[src/rtl/imt_pkg.sv]
// Shared types and constants for the integer multiset table.
package imt_pkg;

    localparam int CAPACITY = 64;
    localparam int IDX_W    = (CAPACITY > 1) ? $clog2(CAPACITY) : 1;
    localparam int CNT_W    = $clog2(CAPACITY + 1);
    localparam int KEY_W    = 32;
    localparam int FUNC_W   = 2;
    localparam int ST_W     = 2;
    localparam int S_TDATA_W = 32;
    localparam int M_TDATA_W = 64;

    localparam logic [IDX_W-1:0] LAST_IDX = IDX_W'(CAPACITY - 1);
    localparam logic [CNT_W-1:0] FULL_CNT = CNT_W'(CAPACITY);

    typedef enum logic [FUNC_W-1:0] {
        FN_INSERT = 2'd0,
        FN_QUERY  = 2'd1,
        FN_REMOVE = 2'd2
    } func_t;

    typedef enum logic [ST_W-1:0] {
        ST_OK        = 2'd0,
        ST_NOT_FOUND = 2'd1,
        ST_FULL      = 2'd2
    } status_t;

    // controller -> datapath
    typedef struct packed {
        logic load;        // capture the request
        logic scan_start;  // rewind the slot scan
        logic scan;        // advance the slot scan
        logic finish;      // commit the operation, latch the result
        logic push;        // move the result into the output register
    } cmd_t;

    // datapath -> controller
    typedef struct packed {
        logic hit;         // compare stage found the wanted slot
        logic miss_end;    // compare stage passed the last slot, no hit
        logic out_free;    // output register can take a result this cycle
    } sts_t;

endpackage

[src/rtl/imt_ctrl.sv]
// Controller state machine: accept, scan, commit, hand off the result.
module imt_ctrl (
    input  logic          aclk,
    input  logic          aresetn,
    input  logic          s_tvalid,
    output logic          s_tready,
    output imt_pkg::cmd_t cmd,
    input  imt_pkg::sts_t sts
);
    import imt_pkg::*;

    typedef enum logic [2:0] {
        S_IDLE = 3'b001,
        S_SCAN = 3'b010,
        S_PUSH = 3'b100
    } state_t;

    state_t state_reg;
    state_t state_next;

    always_ff @(posedge aclk) begin
        if (!aresetn) begin
            state_reg <= S_IDLE;
        end else begin
            state_reg <= state_next;
        end
    end

    always_comb begin
        state_next     = state_reg;
        cmd            = '0;
        s_tready       = 1'b0;
        case (state_reg)
            S_IDLE: begin
                s_tready = 1'b1;
                if (s_tvalid) begin
                    cmd.load       = 1'b1;
                    cmd.scan_start = 1'b1;
                    state_next     = S_SCAN;
                end
            end
            S_SCAN: begin
                if (sts.hit || sts.miss_end) begin
                    cmd.finish = 1'b1;
                    state_next = S_PUSH;
                end else begin
                    cmd.scan = 1'b1;
                end
            end
            S_PUSH: begin
                if (sts.out_free) begin
                    cmd.push   = 1'b1;
                    state_next = S_IDLE;
                end
            end
            default: begin
                state_next = S_IDLE;
            end
        endcase
    end

endmodule

[src/rtl/imt_dpath.sv]
// Datapath: slot memory, used bits, slot scan pipeline, counters, output register.
module imt_dpath (
    input  logic                            aclk,
    input  logic                            aresetn,
    input  logic [imt_pkg::S_TDATA_W-1:0]   s_tdata,
    input  logic [imt_pkg::FUNC_W-1:0]      s_tuser,
    input  imt_pkg::cmd_t                   cmd,
    output imt_pkg::sts_t                   sts,
    output logic                            m_tvalid,
    input  logic                            m_tready,
    output logic [imt_pkg::M_TDATA_W-1:0]   m_tdata,
    output logic [imt_pkg::ST_W-1:0]        m_tuser
);
    import imt_pkg::*;

    logic [KEY_W-1:0] mem [CAPACITY];

    func_t              func_reg;
    logic [KEY_W-1:0]   key_reg;

    logic [IDX_W-1:0]   issue_idx_reg;
    logic               issue_end_reg;
    logic               cmp_vld_reg;
    logic [IDX_W-1:0]   cmp_idx_reg;
    logic               cmp_last_reg;
    logic               cmp_used_reg;
    logic [KEY_W-1:0]   rd_data_reg;

    logic [CAPACITY-1:0] used_reg;
    logic [CAPACITY-1:0] used_next;
    logic [CNT_W-1:0]   count_reg;
    logic [CNT_W-1:0]   count_next;
    logic [KEY_W-1:0]   probe_reg;
    logic [KEY_W-1:0]   probe_next;

    status_t            res_st_reg;
    status_t            res_st_next;
    logic [KEY_W-1:0]   res_val_reg;
    logic [KEY_W-1:0]   res_val_next;

    logic               out_vld_reg;
    status_t            out_st_reg;
    logic [KEY_W-1:0]   out_val_reg;
    logic [KEY_W-1:0]   out_probe_reg;

    logic               match;
    logic               issue;
    logic               mem_we;

    assign issue = cmd.scan && !issue_end_reg;

    // what the compare stage is looking for depends on the operation
    always_comb begin
        case (func_reg)
            FN_INSERT: match = !cmp_used_reg;
            FN_QUERY:  match = cmp_used_reg && (rd_data_reg == key_reg);
            FN_REMOVE: match = cmp_used_reg && (rd_data_reg == key_reg);
            default:   match = 1'b0;
        endcase
    end

    assign sts.hit      = cmp_vld_reg && match;
    assign sts.miss_end = cmp_vld_reg && !match && cmp_last_reg;
    assign sts.out_free = !out_vld_reg || m_tready;

    // commit of one operation
    always_comb begin
        used_next    = used_reg;
        count_next   = count_reg;
        probe_next   = probe_reg;
        res_st_next  = ST_NOT_FOUND;
        res_val_next = '0;
        mem_we       = 1'b0;
        case (func_reg)
            FN_INSERT: begin
                if (sts.hit) begin
                    used_next[cmp_idx_reg] = 1'b1;
                    count_next             = count_reg + 1'b1;
                    mem_we                 = 1'b1;
                    res_st_next            = ST_OK;
                end else begin
                    res_st_next = ST_FULL;
                end
            end
            FN_QUERY: begin
                if (count_reg != '0) begin
                    probe_next = probe_reg + 1'b1;
                end
                if (sts.hit) begin
                    res_st_next = ST_OK;
                end
            end
            FN_REMOVE: begin
                if (sts.hit) begin
                    used_next[cmp_idx_reg] = 1'b0;
                    count_next             = count_reg - 1'b1;
                    res_val_next           = rd_data_reg;
                    res_st_next            = ST_OK;
                end
            end
            default: begin
                res_st_next = ST_NOT_FOUND;
            end
        endcase
    end

    always_ff @(posedge aclk) begin
        if (cmd.finish && mem_we) begin
            mem[cmp_idx_reg] <= key_reg;
        end
        if (issue) begin
            rd_data_reg <= mem[issue_idx_reg];
        end
    end

    // payload registers
    always_ff @(posedge aclk) begin
        if (cmd.load) begin
            func_reg <= func_t'(s_tuser);
            key_reg  <= s_tdata[KEY_W-1:0];
        end
        if (issue) begin
            cmp_idx_reg  <= issue_idx_reg;
            cmp_last_reg <= (issue_idx_reg == LAST_IDX);
            cmp_used_reg <= used_reg[issue_idx_reg];
        end
        if (cmd.finish) begin
            res_st_reg  <= res_st_next;
            res_val_reg <= res_val_next;
        end
        if (cmd.push) begin
            out_st_reg    <= res_st_reg;
            out_val_reg   <= res_val_reg;
            out_probe_reg <= probe_reg;
        end
    end

    // control registers
    always_ff @(posedge aclk) begin
        if (!aresetn) begin
            issue_idx_reg <= '0;
            issue_end_reg <= 1'b0;
            cmp_vld_reg   <= 1'b0;
            used_reg      <= '0;
            count_reg     <= '0;
            probe_reg     <= '0;
            out_vld_reg   <= 1'b0;
        end else begin
            if (cmd.scan_start) begin
                issue_idx_reg <= '0;
                issue_end_reg <= 1'b0;
                cmp_vld_reg   <= 1'b0;
            end else if (cmd.scan) begin
                cmp_vld_reg <= issue;
                if (issue) begin
                    issue_idx_reg <= issue_idx_reg + 1'b1;
                    issue_end_reg <= (issue_idx_reg == LAST_IDX);
                end
            end else begin
                cmp_vld_reg <= 1'b0;
            end
            if (cmd.finish) begin
                used_reg  <= used_next;
                count_reg <= count_next;
                probe_reg <= probe_next;
            end
            if (cmd.push) begin
                out_vld_reg <= 1'b1;
            end else if (m_tready) begin
                out_vld_reg <= 1'b0;
            end
        end
    end

    assign m_tvalid = out_vld_reg;
    assign m_tdata  = {out_probe_reg, out_val_reg};
    assign m_tuser  = out_st_reg;

endmodule

[src/rtl/int_multiset_table.sv]
// Top level of the integer multiset table: controller plus datapath.
//
//  port group  | direction | tdata (low bit up)            | tuser (low bit up)
//  s_*         | request   | key[31:0]                     | func[1:0]
//  m_*         | result    | removed_value[31:0],          | status[1:0]
//              |           | probe_total[63:32]            |
//
// From its accept to the next accept, one request passes through the accept cycle,
// a slot scan that reads one memory entry per cycle through the single read port,
// compares each entry once it is registered, stops at the first wanted slot and
// commits there, then a hand-off to the output register.
// Reset (aresetn low, synchronous) clears all used bits, the entry count and the
// probe counter; the slot values are not cleared. A result waiting in the output
// register does not block the next request; only a second finished result waits.
module int_multiset_table (
    input  logic                          aclk,
    input  logic                          aresetn,
    input  logic                          s_tvalid,
    output logic                          s_tready,
    input  logic [imt_pkg::S_TDATA_W-1:0] s_tdata,   // key[31:0]
    input  logic [imt_pkg::FUNC_W-1:0]    s_tuser,   // func[1:0]
    output logic                          m_tvalid,
    input  logic                          m_tready,
    output logic [imt_pkg::M_TDATA_W-1:0] m_tdata,   // removed_value[31:0], probe_total[63:32]
    output logic [imt_pkg::ST_W-1:0]      m_tuser    // status[1:0]
);
    import imt_pkg::*;

    cmd_t cmd;
    sts_t sts;

    imt_ctrl u_ctrl (
        .aclk     (aclk),
        .aresetn  (aresetn),
        .s_tvalid (s_tvalid),
        .s_tready (s_tready),
        .cmd      (cmd),
        .sts      (sts)
    );

    imt_dpath u_dpath (
        .aclk     (aclk),
        .aresetn  (aresetn),
        .s_tdata  (s_tdata),
        .s_tuser  (s_tuser),
        .cmd      (cmd),
        .sts      (sts),
        .m_tvalid (m_tvalid),
        .m_tready (m_tready),
        .m_tdata  (m_tdata),
        .m_tuser  (m_tuser)
    );

endmodule

[config.mk]
export PLATFORM = sky130hd
export DESIGN_NAME = int_multiset_table
export DESIGN_NICKNAME = d
export VERILOG_FILES = /design/src/rtl/imt_pkg.sv /design/src/rtl/imt_ctrl.sv /design/src/rtl/imt_dpath.sv /design/src/rtl/int_multiset_table.sv
export SDC_FILE = /design/constraint.sdc
export NUM_CORES = 2
export LEC_CHECK = 0
export ABC_AREA = 1
export BUFFER_PORTS_ARGS = -buffer_cell sky130_fd_sc_hd__buf_2
export CAP_MARGIN = 25
export CORE_MARGIN = 5
export CORE_UTILIZATION = 68
export CTS_CLUSTER_DIAMETER = 120
export CTS_CLUSTER_SIZE = 40
export DETAILED_ROUTE_END_ITERATION = 8
export PLACE_DENSITY_LB_ADDON = 0.05
export SLEW_MARGIN = 20
export SYNTH_ARGS = -nofsm -noshare
export SYNTH_HDL_FRONTEND = slang
export SYNTH_SLANG_ARGS = --single-unit
[constraint.sdc]
create_clock -name aclk -period 7.2 [get_ports aclk]
set_input_delay 0.72 -clock aclk [delete_from_list [all_inputs] [get_ports aclk]]
set_output_delay 0.72 -clock aclk [all_outputs]
set_load 0.005 [all_outputs]
==> reports/qor.txt <==
Chip width = 378.2 um
Area post-placement = 0.09497 mm2
Status = complete, no violations
Period Utilization, post-route = 0.7203
Clk sinks = 2337
Yosys reg bits = 2337
Post-synth cell types = 34
Hold crit path type = primary input to flip-flop
Worst r2r dst = u_dpath.mem[62][8]$_DFFE_PP_
IO Pins = 106
Critical Path Start Type = flip-flop
Hold Fails Final Rpt = 0
Vias = 61353
Antenna-violating nets left = 0
Switch share = 0.2149
Worst vdd ir = 219.9 uV
Final nets = 7137
Max FFs per register = 2048
Pint = 16.94 mW
DR pass1 iterations = 6
Total CTS buffers = 68
Area grow syn2layout = 5.752%
Post-Synthesis Cells = 7246
Reg-to-reg slack, setup = 2.01 ns
Cts repair resizes = 0
Clock Path Buffers = 3
Crit path arrival time = 5.55 ns
Initial antenna violation count = 24
Largest net degree at the start of global routing = 192
Clock Skew = 0.03727 ns
Mapped Area = 0.09219 mm2
Kind of end point of the critical path = flip-flop
Clock Power Share = 0.261
Total track usage = 0.3678
Starting Density = 0.6822
Die area = 0.1430 mm2
Synth warnings = 0
Post-CTS Setup Repair Bufs = 0
Grt ovf = 0
Net switching power = 4.638 mW
Max Fanout on Critical Path = 42
Wirelength per Cell = 30.08 um
Slew headroom = 0.2389
Hold_buf cts = 0
H-Tree Depth = 3
Slew Limit Fails = 0
Unrepaired setup endpoints after global routing = false
Drt via density = 6.892
Clk pin slew, worst setup/hold paths = 0.15 ns
Setup crit start = u_dpath.key_reg[8]$_DFFE_PP_
Post-Syn Area per Cell = 12.72 um2
Tmin final = 5.186 ns
TNS Setup = 0 ns
Die height = 378.2 um
Starting DRC count in detailed routing = 10766
Measured slew at the worst slew-check pin = 1.142 ns
Sequential area share after synthesis = 0.7487
MaxCap Viol Count = 0
Core area = 0.1351 mm2
# port buffers = 105
Leak = 30.76 nW
Clock Tree Root = clkbuf_16
CTS tree = yes
Comb power frac = 0.044
Critical Path End = u_dpath.mem[62][8]$_DFFE_PP_
Setup violators final = 0
Dpl hpwl = 156.8 mm
Fraction of layout cells with a size suffix above 1 = 0.06175
Gp weighted congestion = 0.9548
Fin area = 0.09749 mm2
FF-to-FF Start = u_dpath.key_reg[8]$_DFFE_PP_
Reg power frac = 0.696
Cell count of the worst reg-to-reg path = 12
Rows = 135
WS Path Type = flip-flop to flip-flop
Power per cell area = 221.3 mW/mm2
Fmax achieved = 192.8 MHz
Syn Nets = 7296
Top reg by flops = u_dpath.mem
Vias in the first global route = 56017
Residual DRC count = 0
Skew-Pair Late Insertion Delay = 0.76 ns
Total wire length = 267.8 mm
Required @ worst endpoint = 7.57 ns
First-pass GRT wire length = 380.8 mm
[metrics by stage]
stage | std cells | total power [mW] | setup slack [ns] | utilization | hold WS, ns
after CTS | 8864 | 21.52 | 1.994 | 0.7167 | 0.1174
after detailed placement | 8772 | 16.22 | 2.007 | 0.7028 | 0.4045
after global routing | 8892 | 22.04 | 1.999 | 0.7213 | 0.1335
final | 8902 | 21.58 | 2.014 | 0.7215 | 0.1452
after floorplan | 7246 | 15.76 | 3.030 | - | 0.4003
after global placement | 8759 | 16.20 | 1.994 | 0.7006 | 0.4051
[final cells by class]
class                      count  area (um2)
sequential                  2337       69040
tap                         1781        2228
inverter                     189       737.0
timing repair buffer         269        2600
antenna                       12       30.03
multi-input combinational   4222       20980
clock inverter                 7       92.59
fill                        8979       37640
clock buffer                  85        1787
[routing by layer]
layer | track usage | up-vias | part of all wire
li1 | - | 26222 | -
met1 | 0.5213 | 30148 | 0.36
met2 | 0.5454 | 4399 | 0.45
met3 | 0.1073 | 574 | 0.15
met4 | 0.1524 | 10 | 0.049
met5 | 0 | - | 0.00025
[cells in the final DEF (no fill, tap or decap), drive strengths merged, types with 85 or more instances in the layout]
master     n
a21oi    118
inv      190
clkbuf    85
buf      269
edfxtp  2222
nand3    252
o22ai    322
o221ai   206
o21ai   1075
dfxtp    115
nand4    104
nand2    502
nor2    1464
[worst min path at each step]
stage | depth (start not counted) | end | startpoint
finish | 1 | u_dpath.key_reg[30]$_DFFE_PP_ | s_tdata[30]
global route | 1 | u_dpath.key_reg[15]$_DFFE_PP_ | s_tdata[15]
floorplan | 0 | u_dpath.m_tuser[0]$_DFFE_PP_ | u_dpath.res_st_reg[0]$_DFFE_PN_
detailed placement | 0 | u_dpath.out_val_reg[1]$_DFFE_PP_ | u_dpath.res_val_reg[1]$_SDFFCE_PN0N_
global placement | 0 | u_dpath.out_val_reg[20]$_DFFE_PP_ | u_dpath.res_val_reg[20]$_SDFFCE_PN0N_
CTS | 1 | u_dpath.key_reg[15]$_DFFE_PP_ | s_tdata[15]
[logic make-up (layout without fill, tap and decap cells)]
| group | Yosys count | in the layout | share of synthesized area |
|---|---|---|---|
| other cells | 0 | 12 | 0 |
| flops | 2337 | 2337 | 0.7487 |
| buf+inv | 687 | 550 | 0.02941 |
| fa+ha+maj | 12 | 12 | 0.001710 |
| xor+xnor | 45 | 45 | 0.004275 |
| simple gates | 2370 | 2370 | 0.1035 |
| compound gates | 1795 | 1795 | 0.1124 |
[critical path, stage by stage (launching register included)]
cell and delay [ns]:
edfxtp_1 0.38, buf_4 0.58, nand2_1 0.11, nand2_1 0.09, nand2_1 0.05, nor2_1 0.10
nand2_1 0.15, nor2_1 0.13, nand4_1 0.31, a21boi_1 0.45, nand3_4 0.82, buf_12 0.51
nor2_4 0.90
[power by group through the flow]
| stage | logic (mW) | registers (mW) | clock network (mW) |
|---|---|---|---|
| finish | 0.943 | 15.0 | 5.63 |
| global route | 0.981 | 15.0 | 6.05 |
| CTS | 0.901 | 15.0 | 5.61 |
| detailed placement | 0.900 | 15.3 | 0 |
| global placement | 0.875 | 15.3 | 0 |
| floorplan | 0.354 | 15.4 | 0 |
[synth_stat cells (all sizes together)]
cell type	instances	share of area
a221oi	1	0.000095
o21ai	1075	0.058
nor3	40	0.0022
clkbuf	377	0.015
dfxtp	115	0.025
o211ai	59	0.0048
a211oi	1	0.000081
inv	186	0.0076
o221ai	206	0.020
nand2	502	0.020
nor2	1464	0.060
a21oi	118	0.0065
a32o	3	0.00033
xor2	31	0.0029
a22o	1	0.000095
ha	11	0.0015
nand3	252	0.014
a31oi	6	0.00041
edfxtp	2222	0.72
o22ai	322	0.022
clkinv	3	0.00012
xnor2	14	0.0013
a21boi	2	0.00016
buf	121	0.0064
nor4	7	0.00047
nand4	104	0.0071
or3	1	0.000068
o21a	1	0.000081
fa	1	0.00022
Power figures use the tool's default switching activity.
